**config.mk**
```make
export PLATFORM = sky130hd
export DESIGN_NAME = bezier_x_to_parameter_search_top_flat
export DESIGN_NICKNAME = d
export VERILOG_FILES = /design/src/rtl/bxps_pkg.sv /design/src/rtl/bxps_if.sv /design/src/rtl/bezier_x_to_parameter_search_top.sv /design/src/flat_wrapper.sv
export SDC_FILE = /design/constraint.sdc
export NUM_CORES = 1
export LEC_CHECK = 0
export BUFFER_PORTS_ARGS = -buffer_cell sky130_fd_sc_hd__buf_2
export CAP_MARGIN = 10
export CORE_ASPECT_RATIO = 0.6
export CORE_MARGIN = 5
export CORE_UTILIZATION = 30
export DETAILED_ROUTE_END_ITERATION = 8
export HOLD_SLACK_MARGIN = 0.1
export RECOVER_POWER = 100
export SYNTH_ARGS = -nofsm -noshare
export SYNTH_HDL_FRONTEND = slang
export SYNTH_SLANG_ARGS = --single-unit
```
**constraint.sdc**
```tcl
create_clock -name clk -period 12.6 [get_ports clk]
set_input_delay 0 -clock clk [delete_from_list [all_inputs] [get_ports clk]]
set_output_delay 0 -clock clk [all_outputs]
set_load 0.1 [all_outputs]
```
**src/rtl/bxps_pkg.sv**
```systemverilog
// Shared constants and types for the Bezier x-to-parameter search block.
package bxps_pkg;

	localparam int DEF_PARAM_FRAC_BITS = 24;
	localparam int DEF_COORD_WIDTH     = 32;

	localparam int TOL_W       = 16;
	localparam int STEPS_W     = 6;
	localparam int CFG_IDX_W   = 1;
	localparam int CFG_DATA_W  = 16;

	localparam logic [CFG_IDX_W-1:0] CFG_TOLERANCE = 1'd0;
	localparam logic [CFG_IDX_W-1:0] CFG_MAX_STEPS = 1'd1;

	localparam logic [TOL_W-1:0]   TOL_RESET   = 16'd1;
	localparam logic [STEPS_W-1:0] STEPS_RESET = 6'd40;

	typedef enum logic [6:0] {
		ST_IDLE = 7'b0000001,
		ST_ABC  = 7'b0000010,
		ST_DE   = 7'b0000100,
		ST_F    = 7'b0001000,
		ST_CMP  = 7'b0010000,
		ST_MID  = 7'b0100000,
		ST_FIN  = 7'b1000000
	} state_t;

endpackage

```
**src/rtl/bxps_if.sv**
```systemverilog
// Handshake channel interfaces: configuration writes, search requests, results.
interface bxps_cfg_if
	import bxps_pkg::*;
();
	logic                  valid;
	logic                  ready;
	logic [CFG_IDX_W-1:0]  index;
	logic [CFG_DATA_W-1:0] data;
	modport source(output valid, index, data, input ready);
	modport sink(input valid, index, data, output ready);
endinterface

interface bxps_req_if #(
	parameter int W = 32
) ();
	logic                valid;
	logic                ready;
	logic signed [W-1:0] target_x;
	logic signed [W-1:0] start_x;
	logic signed [W-1:0] end_x;
	logic signed [W-1:0] first_control_x;
	logic signed [W-1:0] second_control_x;
	modport source(output valid, target_x, start_x, end_x, first_control_x,
		second_control_x, input ready);
	modport sink(input valid, target_x, start_x, end_x, first_control_x,
		second_control_x, output ready);
endinterface

interface bxps_rsp_if #(
	parameter int PW = 25
) ();
	logic          valid;
	logic          ready;
	logic [PW-1:0] curve_parameter;
	modport source(output valid, curve_parameter, input ready);
	modport sink(input valid, curve_parameter, output ready);
endinterface

```
**src/rtl/bezier_x_to_parameter_search_top.sv**
```systemverilog
// Cubic Bezier x-to-parameter search by de Casteljau bisection.
// When the target lies at or beyond an end point the search goes straight to the
// result; otherwise each subdivision step makes three halving passes through the shared
// half-sum unit, then the error compare, up to the default limit of 40 steps.
// One word in flight; a new word is taken once the previous result is registered.
// Reset (arst_n low, async): tolerance 1, max_steps 40, channels idle.
module bezier_x_to_parameter_search_top
	import bxps_pkg::*;
#(
	parameter int PARAM_FRAC_BITS = DEF_PARAM_FRAC_BITS,
	parameter int COORD_WIDTH     = DEF_COORD_WIDTH
) (
	input  logic      clk,
	input  logic      arst_n,
	bxps_cfg_if.sink  cfg,
	bxps_req_if.sink  req,
	bxps_rsp_if.source rsp
);

	localparam int W  = COORD_WIDTH;
	localparam int PW = PARAM_FRAC_BITS + 1;
	localparam logic [PW-1:0] ONE_PARAM = PW'(1) << PARAM_FRAC_BITS;

	function automatic logic signed [W-1:0] half_sum(logic signed [W-1:0] p,
		logic signed [W-1:0] q);
		logic signed [W:0] s;
		s = {p[W-1], p} + {q[W-1], q};
		return s[W:1];
	endfunction

	state_t state_q;

	logic [TOL_W-1:0]   tol_q;
	logic [STEPS_W-1:0] max_steps_q;
	logic [STEPS_W-1:0] cnt_q;

	logic signed [W-1:0] tx_q, p0_q, c0_q, c1_q, p1_q;
	logic signed [W-1:0] a_q, b_q, c_q, d_q, e_q, f_q;
	logic [PW-1:0]       lo_q, hi_q, res_q, out_q;
	logic                out_vq;

	// shared half-sum unit, three lanes, operands chosen by phase
	logic signed [W-1:0] op_x [3];
	logic signed [W-1:0] op_y [3];
	logic signed [W-1:0] hs   [3];

	always_comb begin
		op_x[0] = p0_q; op_y[0] = c0_q;
		op_x[1] = c0_q; op_y[1] = c1_q;
		op_x[2] = c1_q; op_y[2] = p1_q;
		case (state_q)
			ST_DE: begin
				op_x[0] = a_q; op_y[0] = b_q;
				op_x[1] = b_q; op_y[1] = c_q;
			end
			ST_F: begin
				op_x[0] = d_q; op_y[0] = e_q;
			end
			default: ;
		endcase
		for (int i = 0; i < 3; i++)
			hs[i] = half_sum(op_x[i], op_y[i]);
	end

	logic signed [W:0] err;
	logic [W:0]        err_abs;
	logic              hit;
	logic              below;
	logic [PW:0]       mid_sum;
	logic [PW-1:0]     mid;

	assign err     = {f_q[W-1], f_q} - {tx_q[W-1], tx_q};
	assign below   = err[W];
	assign err_abs = below ? (W+1)'(-err) : err;
	assign hit     = err_abs < (W+1)'(tol_q);
	assign mid_sum = {1'b0, lo_q} + {1'b0, hi_q};
	assign mid     = mid_sum[PW:1];

	logic out_free;
	assign out_free = !out_vq || rsp.ready;

	// settings change only between searches; a pending search word goes first
	assign req.ready           = (state_q == ST_IDLE);
	assign cfg.ready           = (state_q == ST_IDLE) && !req.valid;
	assign rsp.valid           = out_vq;
	assign rsp.curve_parameter = out_q;

	always_ff @(posedge clk or negedge arst_n) begin
		if (!arst_n) begin
			tol_q       <= TOL_RESET;
			max_steps_q <= STEPS_RESET;
		end else if (cfg.valid && cfg.ready) begin
			case (cfg.index)
				CFG_TOLERANCE: tol_q       <= cfg.data[TOL_W-1:0];
				CFG_MAX_STEPS: max_steps_q <= cfg.data[STEPS_W-1:0];
				default: ;
			endcase
		end
	end

	always_ff @(posedge clk or negedge arst_n) begin
		if (!arst_n) begin
			state_q <= ST_IDLE;
			out_vq  <= 1'b0;
			cnt_q   <= '0;
		end else begin
			if (state_q == ST_FIN && out_free)
				out_vq <= 1'b1;
			else if (rsp.ready)
				out_vq <= 1'b0;
			case (state_q)
				ST_IDLE: if (req.valid) begin
					cnt_q <= '0;
					if (req.target_x <= req.start_x || req.end_x <= req.target_x)
						state_q <= ST_FIN;
					else if (max_steps_q == '0)
						state_q <= ST_MID;
					else
						state_q <= ST_ABC;
				end
				ST_ABC: state_q <= ST_DE;
				ST_DE:  state_q <= ST_F;
				ST_F:   state_q <= ST_CMP;
				ST_CMP: begin
					if (hit || STEPS_W'(cnt_q + 1'b1) == max_steps_q)
						state_q <= ST_MID;
					else
						state_q <= ST_ABC;
					cnt_q <= STEPS_W'(cnt_q + 1'b1);
				end
				ST_MID: state_q <= ST_FIN;
				ST_FIN: if (out_free)
					state_q <= ST_IDLE;
				default: state_q <= ST_IDLE;
			endcase
		end
	end

	// datapath, no reset
	always_ff @(posedge clk) begin
		case (state_q)
			ST_IDLE: if (req.valid) begin
				tx_q <= req.target_x;
				p0_q <= req.start_x;
				p1_q <= req.end_x;
				c0_q <= req.first_control_x;
				c1_q <= req.second_control_x;
				lo_q <= '0;
				hi_q <= ONE_PARAM;
				if (req.target_x <= req.start_x)
					res_q <= '0;
				else
					res_q <= ONE_PARAM;
			end
			ST_ABC: begin
				a_q <= hs[0];
				b_q <= hs[1];
				c_q <= hs[2];
			end
			ST_DE: begin
				d_q <= hs[0];
				e_q <= hs[1];
			end
			ST_F: f_q <= hs[0];
			ST_CMP: if (!hit) begin
				if (below) begin
					p0_q <= f_q;
					c0_q <= e_q;
					c1_q <= c_q;
					lo_q <= mid;
				end else begin
					c0_q <= a_q;
					c1_q <= d_q;
					p1_q <= f_q;
					hi_q <= mid;
				end
			end
			ST_MID: res_q <= mid;
			ST_FIN: if (out_free)
				out_q <= res_q;
			default: ;
		endcase
	end

	a_accept_leaves_idle: assert property (@(posedge clk) disable iff (!arst_n)
		req.valid && req.ready |=> state_q != ST_IDLE)
		else $error("accepted word did not start a search");

	a_step_bound: assert property (@(posedge clk) disable iff (!arst_n)
		(state_q == ST_ABC || state_q == ST_CMP) |-> cnt_q < max_steps_q)
		else $error("step count past limit");

	// the interval shrinks to at most one LSB once the steps pass the fraction width
	a_interval_order: assert property (@(posedge clk) disable iff (!arst_n)
		(state_q == ST_ABC || state_q == ST_MID) |-> lo_q <= hi_q && hi_q <= ONE_PARAM)
		else $error("parameter interval out of order");

	a_result_range: assert property (@(posedge clk) disable iff (!arst_n)
		rsp.valid |-> rsp.curve_parameter <= ONE_PARAM)
		else $error("result above one");

endmodule
```
**src/flat_wrapper.sv**
```systemverilog
// flat-port wrapper written by rule: the top's interface ports become plain ports
module bezier_x_to_parameter_search_top_flat import bxps_pkg::*;
#(
	parameter int PARAM_FRAC_BITS = DEF_PARAM_FRAC_BITS,
	parameter int COORD_WIDTH     = DEF_COORD_WIDTH
)
  (clk, arst_n, cfg_valid, cfg_index, cfg_data, cfg_ready, req_valid, req_target_x, req_start_x, req_end_x, req_first_control_x, req_second_control_x, req_ready, rsp_valid, rsp_curve_parameter, rsp_ready);
  bxps_cfg_if cfg_i ();
  bxps_req_if req_i ();
  bxps_rsp_if rsp_i ();
  input  logic clk;
  input  logic arst_n;
  input wire logic [$bits(cfg_i.valid)-1:0] cfg_valid;
  input wire logic [$bits(cfg_i.index)-1:0] cfg_index;
  input wire logic [$bits(cfg_i.data)-1:0] cfg_data;
  output wire logic [$bits(cfg_i.ready)-1:0] cfg_ready;
  input wire logic [$bits(req_i.valid)-1:0] req_valid;
  input wire logic [$bits(req_i.target_x)-1:0] req_target_x;
  input wire logic [$bits(req_i.start_x)-1:0] req_start_x;
  input wire logic [$bits(req_i.end_x)-1:0] req_end_x;
  input wire logic [$bits(req_i.first_control_x)-1:0] req_first_control_x;
  input wire logic [$bits(req_i.second_control_x)-1:0] req_second_control_x;
  output wire logic [$bits(req_i.ready)-1:0] req_ready;
  output wire logic [$bits(rsp_i.valid)-1:0] rsp_valid;
  output wire logic [$bits(rsp_i.curve_parameter)-1:0] rsp_curve_parameter;
  input wire logic [$bits(rsp_i.ready)-1:0] rsp_ready;
  assign cfg_i.valid = cfg_valid;
  assign cfg_i.index = cfg_index;
  assign cfg_i.data = cfg_data;
  assign cfg_ready = cfg_i.ready;
  assign req_i.valid = req_valid;
  assign req_i.target_x = req_target_x;
  assign req_i.start_x = req_start_x;
  assign req_i.end_x = req_end_x;
  assign req_i.first_control_x = req_first_control_x;
  assign req_i.second_control_x = req_second_control_x;
  assign req_ready = req_i.ready;
  assign rsp_valid = rsp_i.valid;
  assign rsp_curve_parameter = rsp_i.curve_parameter;
  assign rsp_i.ready = rsp_ready;
  bezier_x_to_parameter_search_top #(.PARAM_FRAC_BITS(PARAM_FRAC_BITS), .COORD_WIDTH(COORD_WIDTH)) u_core (.clk(clk), .arst_n(arst_n), .cfg(cfg_i), .req(req_i), .rsp(rsp_i));
endmodule
```
# Yosys cells after proc, flatten, opt, wreduce, memory -nomap -nowiden
# Cells that the tools add are included.
[totals] regBits=488 inputBits=182 out_inout_bits=28 elab_cells=108
[classes] addsub=7 order_cmp=3 eq_ne=13 n_mux=42 bitwise_logic=1 reduce_logical=22
[op_table] operator="32-bit two-way mux" count=14
[op_table] operator="32-bit one-hot mux with 2 select lines" count=6
[op_table] operator="25-bit two-way mux" count=8
[op_table] operator="25-bit one-hot mux with 2 select lines" count=3
[op_table] operator="32-bit by 32-bit adder with 33-bit output" count=3
[op_table] operator="32-bit <= comparator" count=2
[op_table] operator="7-bit one-hot mux with 7 select lines" count=1
[op_table] operator="33-bit by 16-bit less-than comparator with 1-bit output" count=1
[op_table] operator="33-bit two-way mux" count=1
[op_table] operator="33-bit negator" count=1
[op_table] operator="32-bit by 32-bit subtractor with 33-bit output" count=1
[op_table] operator="25-bit by 25-bit adder with 26-bit output" count=1
[op_table] operator="7-bit two-way mux" count=3
[op_table] operator="6-bit two-way mux" count=3
[op_table] operator="2-bit AND reduction" count=7
[op_table] operator="6-bit one-hot mux with 2 select lines" count=1
[op_table] operator="4-bit AND reduction" count=2
[op_table] operator="7-bit by 1-bit == test with 1-bit output (second input constant)" count=1
[op_table] operator="7-bit by 2-bit == test with 1-bit output (second input constant)" count=1
[op_table] operator="7-bit by 3-bit == test with 1-bit output (second input constant)" count=1
[op_table] operator="7-bit by 4-bit == test with 1-bit output (second input constant)" count=1
[op_table] operator="7-bit by 5-bit == test with 1-bit output (second input constant)" count=1
[op_table] operator="7-bit by 6-bit == test with 1-bit output (second input constant)" count=1
[op_table] operator="7-bit == test (second input constant)" count=1
[op_table] operator="12 further kinds" count=23

# Logic depth before layout (Yosys ltp)
# Gate-level depths: netlist of the first run.
[depth] ltp_word=7 ltp_mapped=27

# Worst setup path after synthesis of the first run
# Ideal clock, no wire load.
[synth_timing] kind="reg2reg" from="register u_core.state_q[1]" to="register u_core.c0_q[0], enable pin" setup_ns=0.507 arrival_ns=9.142 t_required_ns=12.093 setup_slack_ns=2.951 stages_incl_launch_ff=8 n_path_buf=1 period_less_slack_ns=9.649 cell_sequence="dfrtp_1 -> or4_1 -> clkbuf_1 -> nor4b_1 -> nand2_1 -> inv_1 -> nor2_1 -> a21oi_1"
[synth_via] elab_chain_cells=3
[synth_rtl] element="start, declared" line="bezier_x_to_parameter_search_top.sv:31" rtl="state_t state_q;"
[synth_rtl] element="start signal, assigned" line="bezier_x_to_parameter_search_top.sv:103" rtl="state_q <= ST_IDLE;"
[synth_rtl] element="start signal, assigned" line="bezier_x_to_parameter_search_top.sv:115" rtl="state_q <= ST_FIN;"
[synth_rtl] element="start signal, assigned" line="bezier_x_to_parameter_search_top.sv:117" rtl="state_q <= ST_MID;"
[synth_rtl] element="7-bit by 1-bit == test with 1-bit output *"
[synth_rtl] element="via req_ready" line="flat_wrapper.sv:23" rtl="output wire logic [$bits(req_i.ready)-1:0] req_ready;"
[synth_rtl] element="2-bit != test (no line) or 2-bit nonzero test (tied branches)"
[synth_rtl] element="3-bit AND reduction (no line) *"
[synth_rtl] element="end signal, assigned" line="bezier_x_to_parameter_search_top.sv:146" rtl="c0_q <= req.first_control_x;"
[synth_rtl] element="end signal, assigned" line="bezier_x_to_parameter_search_top.sv:168" rtl="c0_q <= e_q;"
[synth_rtl] element="end signal, assigned" line="bezier_x_to_parameter_search_top.sv:172" rtl="c0_q <= a_q;"
[synth_rtl] element="end, declared" line="bezier_x_to_parameter_search_top.sv:37" rtl="logic signed [W-1:0] tx_q, p0_q, c0_q, c1_q, p1_q;"
# Mark *: on every way through the listed nets, which the timed path passes. The rest lies on a longest branch.
# A chain may end at the register's enable or synchronous reset.

# Worst setup path in the final report of the first run
[layout_timing] from="register u_core.f_q[0]" to="register u_core.lo_q[5], enable pin"
[layout_via] elab_chain_cells=6
[layout_rtl] element="start, declared" line="bezier_x_to_parameter_search_top.sv:38" rtl="logic signed [W-1:0] a_q, b_q, c_q, d_q, e_q, f_q;"
[layout_rtl] element="start signal, assigned" line="bezier_x_to_parameter_search_top.sv:164" rtl="ST_F: f_q <= hs[0];"
[layout_rtl] element="32-bit by 32-bit subtractor with 33-bit output *" line="bezier_x_to_parameter_search_top.sv:72" rtl="assign err = {f_q[W-1], f_q} - {tx_q[W-1], tx_q};"
[layout_rtl] element="33-bit negator" line="bezier_x_to_parameter_search_top.sv:74" rtl="assign err_abs = below ? (W+1)'(-err) : err;"
[layout_rtl] element="33-bit two-way mux" line="bezier_x_to_parameter_search_top.sv:74"
[layout_rtl] element="33-bit by 16-bit less-than comparator with 1-bit output" line="bezier_x_to_parameter_search_top.sv:75" rtl="assign hit = err_abs < (W+1)'(tol_q);"
[layout_rtl] element="2-bit != test (no line)"
[layout_rtl] element="4-bit AND reduction (no line) *"
[layout_rtl] element="end signal, assigned" line="bezier_x_to_parameter_search_top.sv:170" rtl="lo_q <= mid;"
[layout_rtl] element="end, declared" line="bezier_x_to_parameter_search_top.sv:39" rtl="logic [PW-1:0] lo_q, hi_q, res_q, out_q;"
# Every way passes the cells marked *; elsewhere a longest branch is shown, timed or not.

==> results.txt, run 1 <==
Top cell by count, worst path -> a21oi_1
Synth area leaders -> edfxtp_1 46%, ha_1 9.7%, nand2_1 8.1%
Worst path max stage delay -> 2090 ps
Worst clock skew -> 50.9 ps
Core Rows -> 89
Commonest non-fill, non-tap cells in the layout -> 643 x nand2_1, 452 x edfxtp_1, 230 x ha_1
Grt ovf -> 0
CP Launch Type -> flop
Critical path fanouts, max -> 76
Yosys top cell area share -> 0.456
Nets -> 3840
Number of synthesis warnings -> 0
Total leakage power -> 14.6 nW
Via density -> 5.11
Final Hold Fails -> 0
Reg2Reg Setup Slack -> 2920 ps
Worst setup path class -> flop to flop
Die height -> 254 µm
Die area -> 106000 µm²
Vias in the first global route -> 23200
GRT busiest layer -> met1
Crit path capture type -> flop
Drt wl/cell -> 20.2 µm
Worst slew margin -> -3.13
Initial drt markers -> 2376
ANT nets after route -> 0
DRT Pass-1 Iters -> 5
Critical Path AT -> 9740 ps
Post-CTS sizing -> 0
CTS H-tree lvls -> 2
Commonest non-fill, non-tap cell in the layout -> nand2_1
Met1 global-route usage -> 0.267
WL final -> 96300 µm
CTS tree -> done
Min-Delay Path Class -> input port to flop
Antenna violations before repair -> 2
Largest net degree at the start of global routing -> 132
Worst EP required -> 12670 ps
CTS Root Cell -> clkbuf_16
Initial Util -> 0.303
Power Density -> 184 nW/µm²
I/O pin cnt -> 210
EDFF count, synth -> 452
Fraction of layout cells with a size suffix above 1 -> 0.0824
Unique masters post-synth -> 101
Worst-path clk slew -> 70 ps
Post-Synthesis Mean Instance Area -> 9.84 µm²
Slew Limit Fails -> 766
Largest area contributor in the netlist -> edfxtp_1
Sequential-to-total area share from yosys stat -> 0.486
Final Wtd Congestion -> 0.917
RSZ-0062 raised after global routing -> false
Outcome -> finished with violations
Max-cap viol count -> 17
Syn nets -> 3445
Placed Cells -> 4478
Hpwl dp -> 72200 µm
X dimension of the die -> 417 µm
Failing checks -> max-capacitance violations, max-slew violations
Met2 GRT Util -> 0.263
Buffers on Ports -> 209
CP cell instances -> inv_1 > ha_1 > fa_1 > nor2b_1 > o31ai_2 > a211oi_1 > nor3_1 > a21oi_1 > a31o_1 > buf_4 > a21oi_1 > xor2_1 > ha_1 > a21oi_1 > nor2b_1 > o21ai_0 > nand2b_1 > a221o_1 > a211oi_1 > nand4_1 > nor4_1 > o31ai_4 > clkbuf_1
Number of CTS-inserted buffers -> 49
First-pass GRT wire length -> 144000 µm
Post-Syn Instances -> 3028
Core area -> 98400 µm²
Setup TNS -> 0 ps
Global Route met3 Usage -> 0.0347
Endpoints failing setup -> 0
Area grow syn2layout -> 20.4%
Clk Latency, worst-skew pair -> 640 ps
Worst VDD drop -> 0.152 mV
Mapped Area -> 29800 µm²
Drc violations -> 0
Final Critical Period -> 9680 ps
Total GRT Usage -> 0.177
Post-synthesis register bit count -> 488
Num Clock Sinks -> 488
Non-Filler Instances -> 4780
Async SR Flop Fraction -> 0.0738
Slowest-stage cell, CP -> nor4_1
Least-Margin Pin Slew -> 6200 ps
Peak Freq -> 103 MHz
Fin crit share -> 0.768
Via count -> 24400
Ys flop type -> edfxtp_1
Clock buffer depth -> 3
-- flip-flops by register name, indices dropped and copies added (netlist names), 32 cells and up --
signal,flops
u_core.p1_q,32
u_core.a_q,32
u_core.c_q,32
u_core.e_q,32
u_core.c0_q,32
u_core.f_q,32
u_core.d_q,32
u_core.tx_q,32
u_core.c1_q,32
u_core.p0_q,32
u_core.b_q,32
-- report_power, final --
part | total, W | switching, W | internal (W) | leakage, nW
combinational | 0.00271 | 0.00171 | 0.000992 | 9.20
clock | 0.00152 | 0.000687 | 0.000833 | 0.774
sequential | 0.00237 | 0.000103 | 0.00227 | 4.64
-- worst paths after layout --
| path | from | to | cells past startpoint |
|---|---|---|---|
| min | rsp_ready | u_core.rsp.valid | 3 |
| max | u_core.f_q[0] | u_core.lo_q[5] | 23 |
| min reg2reg | u_core.res_q[7] | u_core.rsp.curve_parameter[7] | 0 |
| min in group asynchronous | arst_n | u_core.state_q[0] | 3 |
| max reg2reg | u_core.f_q[0] | u_core.lo_q[5] | 23 |
| max in group asynchronous | arst_n | u_core.tol_q[6] | 4 |
-- timing repair --
item | 4_1_cts | 5_1_grt
hold endpoints to repair | 246 | 0
buffers inserted | 0 | 0
hold buffers | 213 | 0
setup endpoints to repair | 0 | 0
-- critical path, delay by kind of cell, from the launching register on --
kind	cells	cell delay, ps
AO/OA/AOI/OAI	10	2980
XOR/XNOR	1	190
adder cells (fa/ha/maj)	3	950
buffers and inverters	3	1660
flip-flops	1	350
AND/OR/NAND/NOR	6	2930
-- final cells by class --
cell class                      count  area [µm²]
Clock inverter                     26         312
Sequential cell                   488       14500
Timing Repair Buffer              447        3220
Multi-Input combinational cell   2262       14300
Fill cell                        9923       62600
Clock buffer                       62        1280
Tap cell                         1319        1650
Antenna cell                        1        2.50
Inverter                          175         657
-- metal layers --
layer | vias to the layer above | wire, µm
li1 | 11700 | -
met1 | 11700 | 46000
met2 | 866 | 40700
met3 | 92 | 8000
met4 | 4 | 1670
met5 | - | 21
-- logic make-up (layout without fill, tap and decap cells) --
family / count (synthesis) / in the layout / synth area share
xor gates and xnor gates: 144 / 144 / 0.0423
other: 0 / 1 / 0
buffers and inverters: 278 / 710 / 0.0360
and+or+nand+nor: 1175 / 1175 / 0.175
DFF: 488 / 488 / 0.486
muxes: 12 / 12 / 0.00437
adders and majority gates: 235 / 235 / 0.100
AOI/OAI and AO/OA: 696 / 696 / 0.156
-- Yosys cell counts (44+ instances only) --
cell type,count
nand2_1,643
a31oi_1,86
nand3_1,72
inv_1,174
o21ai_0,145
clkbuf_1,91
edfxtp_1,452
xnor2_1,100
ha_1,230
a21o_1,99
xor2_1,44
nor2_1,216
a21oi_1,126
-- through the flow --
step / hold slack, ps / worst slack (ps) / utilization / instance area [µm²] / total power (W)
after floorplan: -296 / 2950 / - / 29800 / 0.00429
after global placement: 155 / 5500 / 0.329 / 32400 / 0.00496
after detailed placement: 156 / 5370 / 0.329 / 32400 / 0.00500
after CTS: 102 / 5330 / 0.367 / 36100 / 0.00662
after global routing: 164 / 2410 / 0.364 / 35900 / 0.00701
final: 147 / 2920 / 0.364 / 35900 / 0.00660
(Power assumes the default switching activity.)
==> run 2, diff against run 1 <==
==> constraint.sdc (replaced) <==
create_clock -name clk -period 8.2 [get_ports clk]
set_input_delay 0 -clock clk [delete_from_list [all_inputs] [get_ports clk]]
set_output_delay 0 -clock clk [all_outputs]
set_load 0.1 [all_outputs]
==> run 2 against run 1 <==
The run still ends with max-capacitance violations, max-slew violations left. Total power rose by 53%. Sequential power grew 54%. Sequential share of layout area unchanged. First-iteration DRC count up 16%. Worst setup slack worse by 2000 ps. Non-clock buffer count down 1. Critical endpoint is now u_core.c0_q[28].
==> results.txt, run 2 (same netlist as run 1, synthesis figures left out) <==
Outcome -> finished with violations
Failing checks -> max-capacitance violations, max-slew violations
Setup crit start -> u_core.f_q[0]
Worst setup path class -> flop to flop
First-pass GRT wire length -> 142000 µm (-1.1%)
Final Hold Fails -> 0 (unchanged)
Via density -> 5.13 (+0.51%)
Clock buffer depth -> 3 (unchanged)
Nets -> 3840 (unchanged)
Total GRT Usage -> 0.173 (-0.00328)
Num Clock Sinks -> 488 (unchanged)
Switch share -> 0.380 (+0.000810)
WL final -> 94900 µm (-1.5%)
Die area -> 106000 µm² (unchanged)
X dimension of the die -> 417 µm (unchanged)
Post-DP Area -> 32400 µm² (about the same)
Reg2Reg Setup Slack -> 890 ps (-2030 ps)
Global Route met3 Usage -> 0.0337 (-0.000972)
Commonest non-fill, non-tap cell in the layout -> nand2_1
Combinational share of power -> 0.411 (about the same)
Worst VDD drop -> 0.176 mV (+16%)
RSZ-0062 raised after global routing -> false
Least-Margin Pin Slew -> 3870 ps (-2330 ps)
Hold buffers post-CTS -> 212 (-0.47%)
Critical Path AT -> 7510 ps (-2230 ps)
CTS Root Cell -> clkbuf_16
Initial Util -> 0.303 (unchanged)
Drc violations -> 0 (unchanged)
Core Rows -> 89 (unchanged)
Worst Reg2Reg Path Length in Cells -> 25 (+8.7%)
Initial drt markers -> 2767 (+16%)
Area grow syn2layout -> 20.4% (unchanged)
GRT busiest layer -> met2
Worst clock skew -> 29.5 ps (-21.4 ps)
Fin area -> 35900 µm² (unchanged)
Met2 GRT Util -> 0.260 (-0.00259)
Pre-CTS WS -> 1440 ps (-3930 ps)
Crit path capture type -> flop
Peak Freq -> 137 MHz (+32%)
Clk Latency, worst-skew pair -> 630 ps (about the same)
Core area -> 98400 µm² (unchanged)
CP delay by family, top -> compound AO/OA/AOI/OAI gates
Final setup margin -> 890 ps (-2030 ps)
Endpoints failing setup -> 0 (unchanged)
CP Launch Type -> flop
Top cell by count, worst path -> a21oi_1
Fraction of layout cells with a size suffix above 1 -> 0.0850 (+0.00263)
Total leakage power -> 14.6 nW (+0.15%)
Hpwl dp -> 70300 µm (-2.6%)
Worst path max stage delay -> 740 ps (-1350 ps)
I/O pin cnt -> 210 (unchanged)
Worst Path Buf+Inv -> 3 (unchanged)
Final Critical Period -> 7310 ps (-2370 ps)
Power share of the clock group -> 0.228 (-0.002)
Post-CTS Setup Inserts -> 0 (unchanged)
Worst EP required -> 8400 ps (-4270 ps)
Worst slew margin -> -1.58 (+1.55)
Post-CTS sizing -> 0 (unchanged)
Drt wl/cell -> 19.8 µm (-1.6%)
Worst hold stages -> 3 (unchanged)
Min-Delay Endpoint -> u_core.rsp.valid
Min-Delay Path Class -> input port to flop
Met1 global-route usage -> 0.258 (-0.00886)
Max-cap viol count -> 10 (-7)
Slew Limit Fails -> 435 (-43%)
Number of CTS-inserted buffers -> 50 (+2.0%)
Worst-path clk slew -> 70 ps (about the same)
Largest net degree at the start of global routing -> 121 (-8.3%)
Die height -> 254 µm (unchanged)
Antenna violations before repair -> 6 (+4)
Int Power -> 0.00626 W (+53%)
Vias in the first global route -> 23200 (+0.21%)
Reg-to-reg critical path endpoint -> u_core.c0_q[28]
CTS H-tree lvls -> 2 (unchanged)
Buffers on Ports -> 209 (unchanged)
Commonest non-fill, non-tap cells in the layout -> 643 x nand2_1, 452 x edfxtp_1, 230 x ha_1
CTS tree -> done
Final Wtd Congestion -> 0.913 (-0.41%)
Sw Pwr -> 0.00384 W (+53%)
Fin crit share -> 0.891 (+0.123)
Fin Hold WS -> 162 ps (+15.0 ps)
Hold Path Origin -> rsp_ready
Power Density -> 282 nW/µm² (+53%)
Critical path fanouts, max -> 64 (-16%)
Slowest-stage cell, CP -> a211oi_1
DRT Pass-1 Iters -> 6 (+1)
Fill count -> 9935 (+0.12%)
R2R Path Start -> u_core.f_q[0]
Flop pwr share -> 0.360 (about the same)
ANT nets after route -> 0 (unchanged)
Via count -> 24500 (+0.55%)
Grt ovf -> 0 (unchanged)
==> run 2: cell count changes in the layout (fill, tap and decap cells not counted), moves of 3 or more <==
cell / before / now
o31ai_1: 13 / 16
buf_4: 9 / 14
clkbuf_1: 90 / 80
diode_2: 1 / 4
clkinv_2: 5 / 9
==> run 2: area by class of cell <==
type	instances	area [µm²]	share of cell area
well taps	1319	1650	0.0460
clock inverters	30	289	0.00806
flip-flops and latches	488	14500	0.404
inverters	175	657	0.0183
repair buffers	446	3250	0.0906
clock buffers	58	1280	0.0357
diodes	4	10.0	0.000279
multi-input cells	2262	14300	0.397
==> run 2: per-layer routing <==
metal  wire, µm  share of wire
met1      45300           0.48
met2      40200           0.42
met3       7360          0.078
met4       2000          0.021
met5         22        0.00023
==> run 2: stage by stage <==
stage                     total power (W)  TNS, ps  instances  utilization
final                              0.0101        0       4782        0.364
after global routing               0.0107        0       4779        0.364
after CTS                          0.0101        0       4777        0.366
after detailed placement          0.00765        0       4477        0.329
after global placement            0.00760        0       4477        0.329
after floorplan                   0.00658  -122230       3028            -
==> run 2: how the worst max path moves through the flow <==
| stage | to | cells past startpoint |
|---|---|---|
| CTS | u_core.c0_q[28] | 25 |
| floorplan | u_core.hi_q[0] | 23 |
| detailed placement | u_core.f_q[29] | 22 |
| finish | u_core.c0_q[28] | 25 |
| global placement | u_core.f_q[29] | 22 |
| global route | u_core.a_q[29] | 22 |
==> run 2: tightest hold or removal path, stage by stage <==
cell and delay [ps]:
dlygate4sd3_1 520, buf_2 120, o21ai_0 80
==> run 2: power by group through the flow <==
stage	sequential [W]	combinational (W)	clock, W
final	0.00364	0.00415	0.00231
after global routing	0.00368	0.00457	0.00246
after CTS	0.00364	0.00413	0.00236
after detailed placement	0.00369	0.00396	0
after global placement	0.00368	0.00392	0
after floorplan	0.00377	0.00281	0
==> run 3, diff against run 2 <==
--- a/config.mk
+++ b/config.mk
@@ -5,12 +5,12 @@
 export SDC_FILE = /design/constraint.sdc
 export NUM_CORES = 1
 export LEC_CHECK = 0
-export BUFFER_PORTS_ARGS = -buffer_cell sky130_fd_sc_hd__buf_2
 export CAP_MARGIN = 10
 export CORE_ASPECT_RATIO = 0.6
 export CORE_MARGIN = 5
 export CORE_UTILIZATION = 30
 export DETAILED_ROUTE_END_ITERATION = 8
+export DONT_BUFFER_PORTS = 1
 export HOLD_SLACK_MARGIN = 0.1
 export RECOVER_POWER = 100
 export SYNTH_ARGS = -nofsm -noshare
==> run 3 against run 2 <==
The flow still finishes with violations (max-capacitance violations, max-slew violations). Total power rose by 1.2%. Clock-buffer cell count fell by 5. Sequential cell count did not move. Clock skew rose by 27 ps. Hold slack got worse by 28 ps. Final area fell by 1.2%. Combinational power fell by 3%. Sequential power rose by 3%. Register-to-register slack got worse by 190 ps. Final cell count fell by 3.5%. Sequential share of layout area rose by 0.51 points. Critical path type unchanged.
==> results.txt, run 3 (same netlist as run 1, synthesis figures left out) <==
Fin crit share -> 0.915 (+0.0236)
Worst-path clk slew -> 70 ps (about the same)
I/O pin cnt -> 210 (unchanged)
Pre-CTS WS -> 1520 ps (+76.5 ps)
Hold Path Origin -> req_end_x[31]
Worst hold stages -> 3 (unchanged)
R2R Path Start -> u_core.f_q[2]
Grt ovf -> 0 (unchanged)
Clk Latency, worst-skew pair -> 640 ps (about the same)
Failing checks -> max-capacitance violations, max-slew violations
Endpoints failing setup -> 0 (unchanged)
Power share of the clock group -> 0.241 (+0.013)
Critical Path AT -> 7670 ps (+160 ps)
Worst setup path class -> flop to flop
Worst clock skew -> 56.5 ps (+27.0 ps)
Peak Freq -> 133 MHz (-2.6%)
Largest net degree at the start of global routing -> 83 (-31%)
Initial drt markers -> 2681 (-3.1%)
Int Power -> 0.00635 W (+1.5%)
Drt wl/cell -> 21.1 µm (+6.2%)
Sw Pwr -> 0.00387 W (+0.76%)
CTS tree -> done
Final Critical Period -> 7500 ps (+193 ps)
Least-Margin Pin Slew -> 4110 ps (+242 ps)
ANT nets after route -> 0 (unchanged)
Final setup margin -> 697 ps (-193 ps)
Vias in the first global route -> 22700 (-2.3%)
Initial Util -> 0.303 (unchanged)
Max-cap viol count -> 12 (+2)
Crit path capture type -> flop
Combinational share of power -> 0.392 (-0.019)
Fill count -> 9920 (-0.15%)
Flop pwr share -> 0.367 (+0.007)
Die height -> 254 µm (unchanged)
Worst VDD drop -> 0.177 mV (+0.76%)
Via count -> 23900 (-2.7%)
Total GRT Usage -> 0.177 (+0.00395)
Switch share -> 0.379 (-0.00174)
Reg-to-reg critical path endpoint -> u_core.lo_q[8]
Worst EP required -> 8370 ps (-30 ps)
CP Launch Type -> flop
Min-Delay Path Class -> input port to flop
Fin Hold WS -> 133 ps (-28.3 ps)
Nets -> 3671 (-4.4%)
Slew Limit Fails -> 541 (+24%)
Hold buffers post-CTS -> 249 (+17%)
Post-layout util -> 0.360 (-0.00451)
Fraction of layout cells with a size suffix above 1 -> 0.0467 (-0.0383)
Reg2Reg Setup Slack -> 700 ps (-190 ps)
Power Density -> 289 nW/µm² (+2.5%)
WL final -> 97200 µm (+2.5%)
RSZ-0062 raised after global routing -> false
Critical path fanouts, max -> 25 (-61%)
Total leakage power -> 14.2 nW (-3.0%)
Antenna violations before repair -> 6 (unchanged)
Hpwl dp -> 71000 µm (+0.90%)
Post-CTS sizing -> 0 (unchanged)
Die area -> 106000 µm² (unchanged)
Number of CTS-inserted buffers -> 49 (-2.0%)
Core area -> 98400 µm² (unchanged)
Post-DP Area -> 31300 µm² (-3.2%)
Commonest non-fill, non-tap cells in the layout -> 643 x nand2_1, 452 x edfxtp_1, 250 x dlygate4sd3_1
Worst slew margin -> -1.74 (-0.162)
X dimension of the die -> 417 µm (unchanged)
Outcome -> finished with violations
First-pass GRT wire length -> 144000 µm (+1.1%)
Num Clock Sinks -> 488 (unchanged)
Fin area -> 35400 µm² (-1.2%)
Commonest non-fill, non-tap cell in the layout -> nand2_1
Worst Reg2Reg Path Length in Cells -> 23 (-8.0%)
Min-Delay Endpoint -> u_core.p1_q[31]
DRT Pass-1 Iters -> 5 (-1)
Clock buffer depth -> 3 (unchanged)
Buffers on Ports -> 0 (-100%)
Via density -> 5.17 (+0.78%)
Final Wtd Congestion -> 0.904 (-0.91%)
Drc violations -> 0 (unchanged)
CTS Root Cell -> clkbuf_16
CTS H-tree lvls -> 2 (unchanged)
Post-CTS Setup Inserts -> 0 (unchanged)
Area grow syn2layout -> 18.9%
Final Hold Fails -> 0 (unchanged)
Core Rows -> 89 (unchanged)
run 3: worst max-delay path: stages, from the launching register on:
cell	delay, ps
edfxtp_1	420
ha_1	360
nor2b_1	180
o31ai_2	440
a211oi_2	230
nor3_1	960
a21oi_1	370
a31o_4	420
nor2_1	160
xnor2_1	130
ha_1	260
a21o_1	160
a21o_1	170
a21oi_1	140
nor2b_1	60
o21ai_0	150
nand2b_1	80
a221o_1	370
a211oi_1	330
nand4_1	190
nor4_4	440
buf_4	240
o31ai_1	90
clkbuf_2	590
run 3: routing by layer:
layer | up-vias | track usage | part of all wire
met4 | 8 | 0.0428 | 0.023
met1 | 11400 | 0.254 | 0.46
met2 | 956 | 0.266 | 0.42
li1 | 11400 | - | -
met3 | 121 | 0.0482 | 0.096
met5 | - | 0 | 0.00056
run 3: worst max-delay path by stage:
stage / startpoint / to / slack [ps] / depth (start not counted)
after floorplan: u_core.f_q[11] / u_core.hi_q[0] / -1070 / 23
after global placement: u_core.f_q[0] / u_core.c1_q[31] / 1640 / 25
after detailed placement: u_core.f_q[0] / u_core.c1_q[31] / 1520 / 25
after CTS: u_core.f_q[0] / u_core.c1_q[27] / 1470 / 25
after global routing: u_core.f_q[0] / u_core.hi_q[6] / 430 / 24
final: u_core.f_q[2] / u_core.lo_q[8] / 700 / 23
run 3: layout make-up:
| type | instances | area [µm²] | share of cell area |
|---|---|---|---|
| antenna | 3 | 7.51 | 0.000212 |
| clock buffer | 53 | 1240 | 0.0350 |
| clock inverter | 39 | 462 | 0.0130 |
| inverter | 175 | 657 | 0.0185 |
| multi-input combinational | 2262 | 14300 | 0.403 |
| sequential | 488 | 14500 | 0.409 |
| tap | 1319 | 1650 | 0.0466 |
| timing repair buffer | 278 | 2660 | 0.0751 |
run 3: power by group through the flow:
stage / logic, W / registers (W) / clock network [W]
after floorplan: 0.00281 / 0.00377 / 0
after global placement: 0.00375 / 0.00380 / 0
after detailed placement: 0.00379 / 0.00380 / 0
after CTS: 0.00398 / 0.00375 / 0.00252
after global routing: 0.00441 / 0.00379 / 0.00263
final: 0.00401 / 0.00376 / 0.00246
run 3: stage by stage:
stage	power [W]	setup TNS [ps]	cells
2_1_floorplan	0.00658	-122230	3028
3_3_place_gp	0.00755	0	4270
3_5_place_dp	0.00759	0	4270
4_1_cts	0.0103	0	4611
5_1_grt	0.0108	0	4615
6_report	0.0102	0	4617
